--- config.mk ---
export PLATFORM = sky130hd
export DESIGN_NAME = texel_format_to_rgba8
export DESIGN_NICKNAME = d
export VERILOG_FILES = /design/src/hw/rtl/tfr_pkg.sv /design/src/hw/rtl/tfr_half_chan.sv /design/src/hw/rtl/texel_format_to_rgba8.sv
export SDC_FILE = /design/constraint.sdc
export NUM_CORES = 1
export LEC_CHECK = 0
export BUFFER_PORTS_ARGS = -buffer_cell sky130_fd_sc_hd__buf_2
export CAP_MARGIN = 30
export CELL_PAD_IN_SITES_DETAIL_PLACEMENT = 1
export CELL_PAD_IN_SITES_GLOBAL_PLACEMENT = 2
export CORE_UTILIZATION = 30
export DETAILED_ROUTE_END_ITERATION = 7
export GPL_ROUTABILITY_DRIVEN = 0
export PLACE_DENSITY = 0.56
export SETUP_SLACK_MARGIN = 0.2
export SLEW_MARGIN = 20
export SYNTH_ARGS = -nofsm -noshare
export SYNTH_HDL_FRONTEND = slang
export SYNTH_SLANG_ARGS = --single-unit
export TNS_END_PERCENT = 5
--- constraint.sdc ---
create_clock -name clk -period 10.5 [get_ports clk]
set_input_delay 1.575 -clock clk [delete_from_list [all_inputs] [get_ports clk]]
set_output_delay 1.575 -clock clk [all_outputs]
set_load 0.02 [all_outputs]
--- src/hw/rtl/tfr_pkg.sv ---
// tfr_pkg: beat types, format codes, half-float class codes and stage enables
// shared by the texel converter. No dependencies.
package tfr_pkg;

    localparam logic [2:0] FMT_GRAY8   = 3'd0;
    localparam logic [2:0] FMT_BGRA8   = 3'd1;
    localparam logic [2:0] FMT_RGBA16  = 3'd2;
    localparam logic [2:0] FMT_RGBA16F = 3'd3;

    // Class of a half-float channel after decode
    localparam logic [1:0] CLS_ZERO = 2'd0;
    localparam logic [1:0] CLS_SAT  = 2'd1;
    localparam logic [1:0] CLS_CALC = 2'd2;

    localparam logic [7:0] UNORM_MAX = 8'd255;

    typedef struct packed {
        logic [2:0]  format;
        logic [15:0] word0;
        logic [15:0] word1;
        logic [15:0] word2;
        logic [15:0] word3;
    } in_t;

    typedef struct packed {
        logic [7:0] red;
        logic [7:0] green;
        logic [7:0] blue;
        logic [7:0] alpha;
        logic       unsupported;
    } out_t;

    // Load enables for the decode, multiply and round stages
    typedef struct packed {
        logic b;
        logic c;
        logic d;
    } stage_en_t;

endpackage

--- src/hw/rtl/tfr_half_chan.sv ---
// tfr_half_chan: three-stage half-float to unorm8 datapath for one channel
// (decode, scale by 255, round and clamp). Depends on tfr_pkg.
module tfr_half_chan
(
    input  logic                clk,
    input  tfr_pkg::stage_en_t  en,
    input  logic [15:0]         word,
    output logic [7:0]          value
);

    logic        sgn;
    logic [4:0]  ex;
    logic [9:0]  man;
    logic [1:0]  cls_next;
    logic [10:0] sig_next;
    logic [4:0]  shm1_next;

    logic [1:0]  cls_b_reg;
    logic [10:0] sig_b_reg;
    logic [4:0]  shm1_b_reg;

    logic [1:0]  cls_c_reg;
    logic [18:0] prod_c_reg;
    logic [4:0]  shm1_c_reg;

    logic [18:0] shifted;
    logic [9:0]  rounded;
    logic [7:0]  val_next;
    logic [7:0]  val_d_reg;

    assign sgn = word[15];
    assign ex  = word[14:10];
    assign man = word[9:0];

    always_comb
    begin
        if (ex == 5'h1F)
        begin
            cls_next = (man != 10'd0 || sgn) ? tfr_pkg::CLS_ZERO : tfr_pkg::CLS_SAT;
        end
        else if (sgn)
        begin
            cls_next = tfr_pkg::CLS_ZERO;
        end
        else if (ex >= 5'd15)
        begin
            cls_next = tfr_pkg::CLS_SAT;
        end
        else
        begin
            cls_next = tfr_pkg::CLS_CALC;
        end
        // Subnormals scale like exponent one without the hidden bit
        sig_next  = {(ex != 5'd0), man};
        shm1_next = (ex == 5'd0) ? 5'd23 : 5'(5'd24 - ex);
    end

    always_ff @(posedge clk)
    begin
        if (en.b)
        begin
            cls_b_reg  <= cls_next;
            sig_b_reg  <= sig_next;
            shm1_b_reg <= shm1_next;
        end
        if (en.c)
        begin
            cls_c_reg  <= cls_b_reg;
            prod_c_reg <= 19'(sig_b_reg) * 19'd255;
            shm1_c_reg <= shm1_b_reg;
        end
        if (en.d)
        begin
            val_d_reg <= val_next;
        end
    end

    // Shift one bit short, then add one and drop it: round half up
    assign shifted = prod_c_reg >> shm1_c_reg;
    assign rounded = 10'(shifted[9:0] + 10'd1) >> 1;

    always_comb
    begin
        case (cls_c_reg)
            tfr_pkg::CLS_SAT:  val_next = tfr_pkg::UNORM_MAX;
            tfr_pkg::CLS_CALC: val_next = (rounded > 10'd255) ? tfr_pkg::UNORM_MAX
                                                              : rounded[7:0];
            default:           val_next = 8'd0;
        endcase
    end

    assign value = val_d_reg;

endmodule

--- src/hw/rtl/texel_format_to_rgba8.sv ---
// texel_format_to_rgba8: top level, input register, byte-format swizzle,
// pipeline flow control and four half-float channel datapaths.
// Depends on tfr_pkg and tfr_half_chan.
//
//   channel | direction | handshake          | payload
//   src     | in        | src_valid/src_stall | tfr_pkg::in_t  (format, word0..word3)
//   dst     | out       | dst_valid/dst_stall | tfr_pkg::out_t (red..alpha, unsupported)
//
// One texel per cycle while dst is not stalled.
// The four register stages are input, decode, multiply by 255, round and clamp.
// Each stage loads when it is empty or the stage after it moves, so a bubble
// is filled even while dst is stalled. rst_n clears the valid bits only.
module texel_format_to_rgba8
(
    input  logic           clk,
    input  logic           rst_n,
    input  logic           src_valid,
    output logic           src_stall,
    input  tfr_pkg::in_t   src_data,
    output logic           dst_valid,
    input  logic           dst_stall,
    output tfr_pkg::out_t  dst_data
);

    logic valid_a_reg, valid_b_reg, valid_c_reg, valid_d_reg;
    logic ready_a, ready_b, ready_c, ready_d;
    logic load_a;
    tfr_pkg::stage_en_t en;

    tfr_pkg::in_t in_a_reg;

    logic [7:0] byte_r_next, byte_g_next, byte_b_next, byte_a_next;
    logic       half_next, bad_next;

    logic [7:0] byte_r_b_reg, byte_g_b_reg, byte_b_b_reg, byte_a_b_reg;
    logic       half_b_reg, bad_b_reg;
    logic [7:0] byte_r_c_reg, byte_g_c_reg, byte_b_c_reg, byte_a_c_reg;
    logic       half_c_reg, bad_c_reg;
    logic [7:0] byte_r_d_reg, byte_g_d_reg, byte_b_d_reg, byte_a_d_reg;
    logic       half_d_reg, bad_d_reg;

    logic [7:0] half_r, half_g, half_b, half_a;

    // Flow control: a stage advances when empty or its successor advances
    assign ready_d = !valid_d_reg || !dst_stall;
    assign ready_c = !valid_c_reg || ready_d;
    assign ready_b = !valid_b_reg || ready_c;
    assign ready_a = !valid_a_reg || ready_b;

    assign src_stall = !ready_a;
    assign load_a    = src_valid && ready_a;
    assign en.b      = valid_a_reg && ready_b;
    assign en.c      = valid_b_reg && ready_c;
    assign en.d      = valid_c_reg && ready_d;

    always_ff @(posedge clk or negedge rst_n)
    begin
        if (!rst_n)
        begin
            valid_a_reg <= 1'b0;
            valid_b_reg <= 1'b0;
            valid_c_reg <= 1'b0;
            valid_d_reg <= 1'b0;
        end
        else
        begin
            if (ready_a) valid_a_reg <= src_valid;
            if (ready_b) valid_b_reg <= valid_a_reg;
            if (ready_c) valid_c_reg <= valid_b_reg;
            if (ready_d) valid_d_reg <= valid_c_reg;
        end
    end

    always_ff @(posedge clk)
    begin
        if (load_a)
        begin
            in_a_reg <= src_data;
        end
    end

    // Byte formats resolve here; the half-float path runs in the channel units
    always_comb
    begin
        byte_r_next = 8'd0;
        byte_g_next = 8'd0;
        byte_b_next = 8'd0;
        byte_a_next = 8'd0;
        half_next   = 1'b0;
        bad_next    = 1'b0;
        case (in_a_reg.format)
            tfr_pkg::FMT_GRAY8:
            begin
                byte_r_next = in_a_reg.word0[7:0];
                byte_g_next = in_a_reg.word0[7:0];
                byte_b_next = in_a_reg.word0[7:0];
                byte_a_next = tfr_pkg::UNORM_MAX;
            end
            tfr_pkg::FMT_BGRA8:
            begin
                byte_b_next = in_a_reg.word0[7:0];
                byte_g_next = in_a_reg.word1[7:0];
                byte_r_next = in_a_reg.word2[7:0];
                byte_a_next = in_a_reg.word3[7:0];
            end
            tfr_pkg::FMT_RGBA16:
            begin
                byte_r_next = in_a_reg.word0[15:8];
                byte_g_next = in_a_reg.word1[15:8];
                byte_b_next = in_a_reg.word2[15:8];
                byte_a_next = in_a_reg.word3[15:8];
            end
            tfr_pkg::FMT_RGBA16F:
            begin
                half_next = 1'b1;
            end
            default:
            begin
                bad_next = 1'b1;
            end
        endcase
    end

    always_ff @(posedge clk)
    begin
        if (en.b)
        begin
            byte_r_b_reg <= byte_r_next;
            byte_g_b_reg <= byte_g_next;
            byte_b_b_reg <= byte_b_next;
            byte_a_b_reg <= byte_a_next;
            half_b_reg   <= half_next;
            bad_b_reg    <= bad_next;
        end
        if (en.c)
        begin
            byte_r_c_reg <= byte_r_b_reg;
            byte_g_c_reg <= byte_g_b_reg;
            byte_b_c_reg <= byte_b_b_reg;
            byte_a_c_reg <= byte_a_b_reg;
            half_c_reg   <= half_b_reg;
            bad_c_reg    <= bad_b_reg;
        end
        if (en.d)
        begin
            byte_r_d_reg <= byte_r_c_reg;
            byte_g_d_reg <= byte_g_c_reg;
            byte_b_d_reg <= byte_b_c_reg;
            byte_a_d_reg <= byte_a_c_reg;
            half_d_reg   <= half_c_reg;
            bad_d_reg    <= bad_c_reg;
        end
    end

    tfr_half_chan u_chan_r
    (
        .clk   (clk),
        .en    (en),
        .word  (in_a_reg.word0),
        .value (half_r)
    );

    tfr_half_chan u_chan_g
    (
        .clk   (clk),
        .en    (en),
        .word  (in_a_reg.word1),
        .value (half_g)
    );

    tfr_half_chan u_chan_b
    (
        .clk   (clk),
        .en    (en),
        .word  (in_a_reg.word2),
        .value (half_b)
    );

    tfr_half_chan u_chan_a
    (
        .clk   (clk),
        .en    (en),
        .word  (in_a_reg.word3),
        .value (half_a)
    );

    assign dst_valid            = valid_d_reg;
    assign dst_data.red         = half_d_reg ? half_r : byte_r_d_reg;
    assign dst_data.green       = half_d_reg ? half_g : byte_g_d_reg;
    assign dst_data.blue        = half_d_reg ? half_b : byte_b_d_reg;
    assign dst_data.alpha       = half_d_reg ? half_a : byte_a_d_reg;
    assign dst_data.unsupported = bad_d_reg;

endmodule

# Word-level counts from Yosys, hierarchy flattened
# Index checks and enable logic that the tools add are counted.
# totals
ff_bits,381
latchBits,0
mem_bits_rw,0
romBits,0
inputBits,71
output_inout_bits,35
mem_count,0
# classes
addsub,8
n_mul,4
div,0
magnitude_cmp,8
n_eq_ne,15
shift,4
n_mux,34
bitwise,0
n_reduce_logical,33
# ops
op,n
$pmux W8 S2,5
$mul A11 B8 Y19 const B,4
$shr A19 B5 Y10,4
$pmux W8 S3,3
$mux W8,8
$add A10 B1 Y10 const B,4
$reduce_bool A10 Y1,4
$gt A9 B8 Y1 const B,4
$mux W2,12
$eq A5 B5 Y1 const B,4
$ge A5 B4 Y1 const B,4
$logic_not A5 Y1,4
$reduce_bool A5 Y1,4
$sub A5 B5 Y5 const A,4
$eq A2 B1 Y1 const B,4
$eq A2 B2 Y1 const B,4
$logic_or A1 B1 Y1,8
$eq A3 B2 Y1 const B,2
$logic_not A1 Y1,6
$mux W1,6
$logic_and A1 B1 Y1,4
$reduce_or A4 Y1,1
$eq A3 B1 Y1 const B,1
$logic_not A3 Y1,1
$reduce_or A2 Y1,1

# Depth between registers and ports, before layout
# logic_depth
depth_word,6
ltp_mapped,17
mapped_depth_nobuf,17

# Hierarchy
# A second synthesis with hierarchy kept.
# hier_totals
hier_cells,2123
hier_area_um2,26999.6
# modules_own_cells
module,n_inst,cells_each,area_each_um2
tfr_half_chan (u_chan_a ...),2,440,5146.2
texel_format_to_rgba8,1,355,6446.2
tfr_half_chan (u_chan_r),1,439,5133.7
tfr_half_chan (u_chan_g),1,449,5127.4

# Worst setup path before layout
# OpenSTA, ideal clock, no wires.
# synth_path
kind,input -> register
from,input port dst_stall
to,register bad_c_reg (enable)
arrival_time_ns,7.891
path_slack_ns,1.955
cell_stages,2
path_buffers,0
path_cell_list,and3_1 > nor2b_1
# synth_lines
element,line_no,source
start: declaration,texel_format_to_rgba8.sv:21,"input logic dst_stall,"
end signal: assignment,texel_format_to_rgba8.sv:142,bad_c_reg <= bad_b_reg;
end: declaration,texel_format_to_rgba8.sv:38,"logic half_c_reg, bad_c_reg;"

# Final worst setup path
# layout_path
from,register u_chan_a.sig_b_reg[3]
to,register u_chan_a.prod_c_reg[18] (data pin)
# layout_between
elab_chain_cells,1
# layout_lines
element,line_no,source
start: declaration,tfr_half_chan.sv:19,logic [10:0] sig_b_reg;
start signal: assignment,tfr_half_chan.sv:63,sig_b_reg <= sig_next;
$mul A11 B8 Y19,tfr_half_chan.sv:69,prod_c_reg <= 19'(sig_b_reg) * 19'd255;
end signal: assignment,tfr_half_chan.sv:69,
end: declaration,tfr_half_chan.sv:23,logic [18:0] prod_c_reg;
# Every way passes these cells.
# A chain may end at the register's enable or synchronous reset.

==> flow_summary.toml <==
[yosys]
synthArstFlopShare_pct = 1.05
synth.most_common_cell = "edfxtp_1"
synth_edf_count = 377
synth_top_cell_by_area = "edfxtp_1"
syn_nets = 2491
synth_top_area_share_pct = 43.7
ys_top_cells_by_count = "377 x edfxtp_1, 349 x inv_1, 180 x fa_1, 176 x ha_1, 121 x nor2_1"
synth-seq-cells = 381
dominantRegCellSynth = "edfxtp_1"
synth_warnings = 0
netlist_area_sq_mm = 0.0259
synth.avg_cell_area_sq_um = 12.6
synth_cell_types = 84
netlist_top_cells_area = "edfxtp_1 44%, fa_1 14%, ha_1 8.5%"
ys_seq_area_share_pct = 44.1
syn_inst = 2064

[run]
maxCapViolCount = 0

[floorplanning]
rows = 107
dieArea_sq_mm = 0.0875
die_h_um = 296
ios = 106
start_util_pct = 30.4
dieWidth_um = 296
core_sq_mm = 0.0853

[hold_path]
worstHoldStart = "byte_r_c_reg[4]"
hold_class = "reg -> reg"
min_to = "byte_r_d_reg[4]"
min_path_cells = 0

[cts]
cts_root_buf = "clkbuf_16"
cts_tree = "built"
worstSkewPairLatency_ns = 0.59
clockBufferDepth = 3
holdBufCountCts = 0
htreeDepth = 2
postCtsSetupBuffers = 0
cts-resized-gates = 0
clk_pin_slew_ns = 0.06
numCtsBuffers = 48
cts.sinks = 381

[worst_setup_path]
end_kind = "flip-flop"
cp.arrival_ns = 5.28
regToRegSetupSlack_ns = 5.55
crit_path_start_kind = "flip-flop"
r2r_end = "u_chan_a.prod_c_reg[18]"
rr_worst_depth = 16
critPathMaxFanout = 4
crit_type = "reg -> reg"
cp.required_ns = 10.83
reg2reg_from = "u_chan_a.sig_b_reg[3]"

[power_and_ir_drop]
switching_power_mw = 3.99
clkPwrFrac_pct = 16.6
p_comb_share_pct = 56.9
leakage_nw = 12.0
power_frac_seq_pct = 26.5
sw_frac_of_total_pct = 40.7
p_int_mw = 5.83
power.density_mw_per_mm2 = 335
irDropWorstVdd_mv = 0.176

[route]
vias = 15800
via_per_inst = 4.69
totalWireLength_um = 62400
ant_nets = 0
post_drt_wl_per_cell_um = 18.5
firstDrtPassIters = 4
drc_errors = 0
dr.first_iter.drc_count = 611

[sta]
clock_skew_ns = 0.0247
setup_tns_ns = 0
tightest_slew_ns = 0.912
rsz0062_at_grt = "false"
fmax_mhz = 202
fin_hold_ws_ns = 0.389
slew_viol_final = 0
finalHoldViolCount = 0
period_needed_ns = 4.95
final-setup-viol-count = 0
fin_ws_ns = 5.55
slew-limit-headroom_pct = 39.0
fin_crit_sh_pct = 47.2

[global_route]
grt_pass1_vias = 17200
grt_first_pass_wirelength_um = 99000
grt_use_total_pct = 14.6
overflow = 0
grt_max_degree = 72
antenna_found_initial = 5

[placed_design]
dp_slack_ns = 5.47
port_buffers = 105
place_hpwl_um = 49500

[layout]
largest_register_ffs = 67
drive_above_1_share_pct = 14.2
fillCellCount = 9153
multi_input_area_sq_mm = 0.0129
syn2layout_area_growth_pct = 13.3
nNetsFinal = 2609
register_area_sq_mm = 0.0114
final_core_util_pct = 34.4

[outcome]
status = "finished clean"
-- how the worst max path moves through the flow --
stage                          start  slack (ns)                 endpoint  depth (start not counted)
6_report       u_chan_a.sig_b_reg[3]        5.55  u_chan_a.prod_c_reg[18]                         16
5_1_grt        u_chan_a.sig_b_reg[3]        5.14  u_chan_a.prod_c_reg[18]                         16
4_1_cts        u_chan_a.sig_b_reg[3]        5.45  u_chan_a.prod_c_reg[18]                         16
3_5_place_dp   u_chan_a.sig_b_reg[3]        5.47  u_chan_a.prod_c_reg[18]                         16
3_3_place_gp   u_chan_a.sig_b_reg[3]        5.56  u_chan_a.prod_c_reg[18]                         16
2_1_floorplan              dst_stall        1.96                bad_c_reg                          2
-- cell families after synthesis --
| family | Yosys count | synth area share (%) |
|---|---|---|
| simple gates | 391 | 7.72 |
| fa+ha+maj | 356 | 22.4 |
| buf+inv | 406 | 6.23 |
| mux | 142 | 9.10 |
| flops | 381 | 44.1 |
| compound gates | 298 | 7.40 |
| xor+xnor | 90 | 3.04 |
-- power groups by stage --
stage / clock network [mW] / registers (mW) / logic (mW)
floorplan: 0 / 2.51 / 4.46
global placement: 0 / 2.64 / 5.63
detailed placement: 0 / 2.65 / 5.67
CTS: 1.69 / 2.62 / 5.71
global route: 1.74 / 2.65 / 6.48
finish: 1.63 / 2.60 / 5.59
-- through the flow --
| stage | power, mW | cell area [sq um] | std cells |
|---|---|---|---|
| floorplan | 6.97 | 25900 | 2064 |
| global placement | 8.27 | 27700 | 3267 |
| detailed placement | 8.32 | 27700 | 3269 |
| CTS | 10.0 | 29200 | 3355 |
| global route | 10.9 | 29300 | 3362 |
| finish | 9.82 | 29300 | 3364 |
-- layer usage --
layer	track usage (%)	up-vias	share of wire (%)
li1	-	7521	-
met1	20.4	7985	48
met2	24.0	185	47
met3	2.25	74	3.5
met4	3.25	6	1.8
met5	0	-	0.051
-- critical path, cell delays in order (launching register included) --
cell and delay [ns]:
edfxtp_1 0.43, inv_1 0.13, fa_1 0.61, inv_1 0.08, fa_1 0.51, fa_1 0.55, inv_1 0.05, fa_1 0.53
inv_1 0.04, ha_1 0.32, o21ai_0 0.13, o31ai_1 0.44, nor4_1 0.09, nor3_1 0.32, a41o_1 0.25, o22ai_1 0.08
xnor2_1 0.13
-- layout by cell type, fill, tap and decap left out, drive strengths merged, types with 17 or more instances in the layout --
cell type | netlist | layout
clkbuf | 29 | 62
mux2i | 33 | 33
nor2 | 123 | 123
nand3 | 18 | 18
a21oi | 118 | 118
xnor2 | 61 | 61
inv | 350 | 355
fa | 180 | 180
and2 | 17 | 17
o21ai | 34 | 34
a31oi | 21 | 21
mux2 | 40 | 40
edfxtp | 377 | 377
nor3 | 37 | 37
o21a | 17 | 17
ha | 176 | 176
nand2b | 19 | 19
nor2b | 39 | 39
mux4 | 69 | 69
buf | 25 | 122
xor2 | 29 | 29
nand2 | 66 | 66
-- area by class of cell --
class	count	area share (%)
inverters	352	4.50
repair buffers	122	2.49
well taps	1144	4.88
flip-flops and latches	381	38.9
diodes	2	0.0171
clock buffers	62	4.41
multi-input cells	1277	43.9
clock inverters	24	0.853
Power figures use the tool's default switching activity.
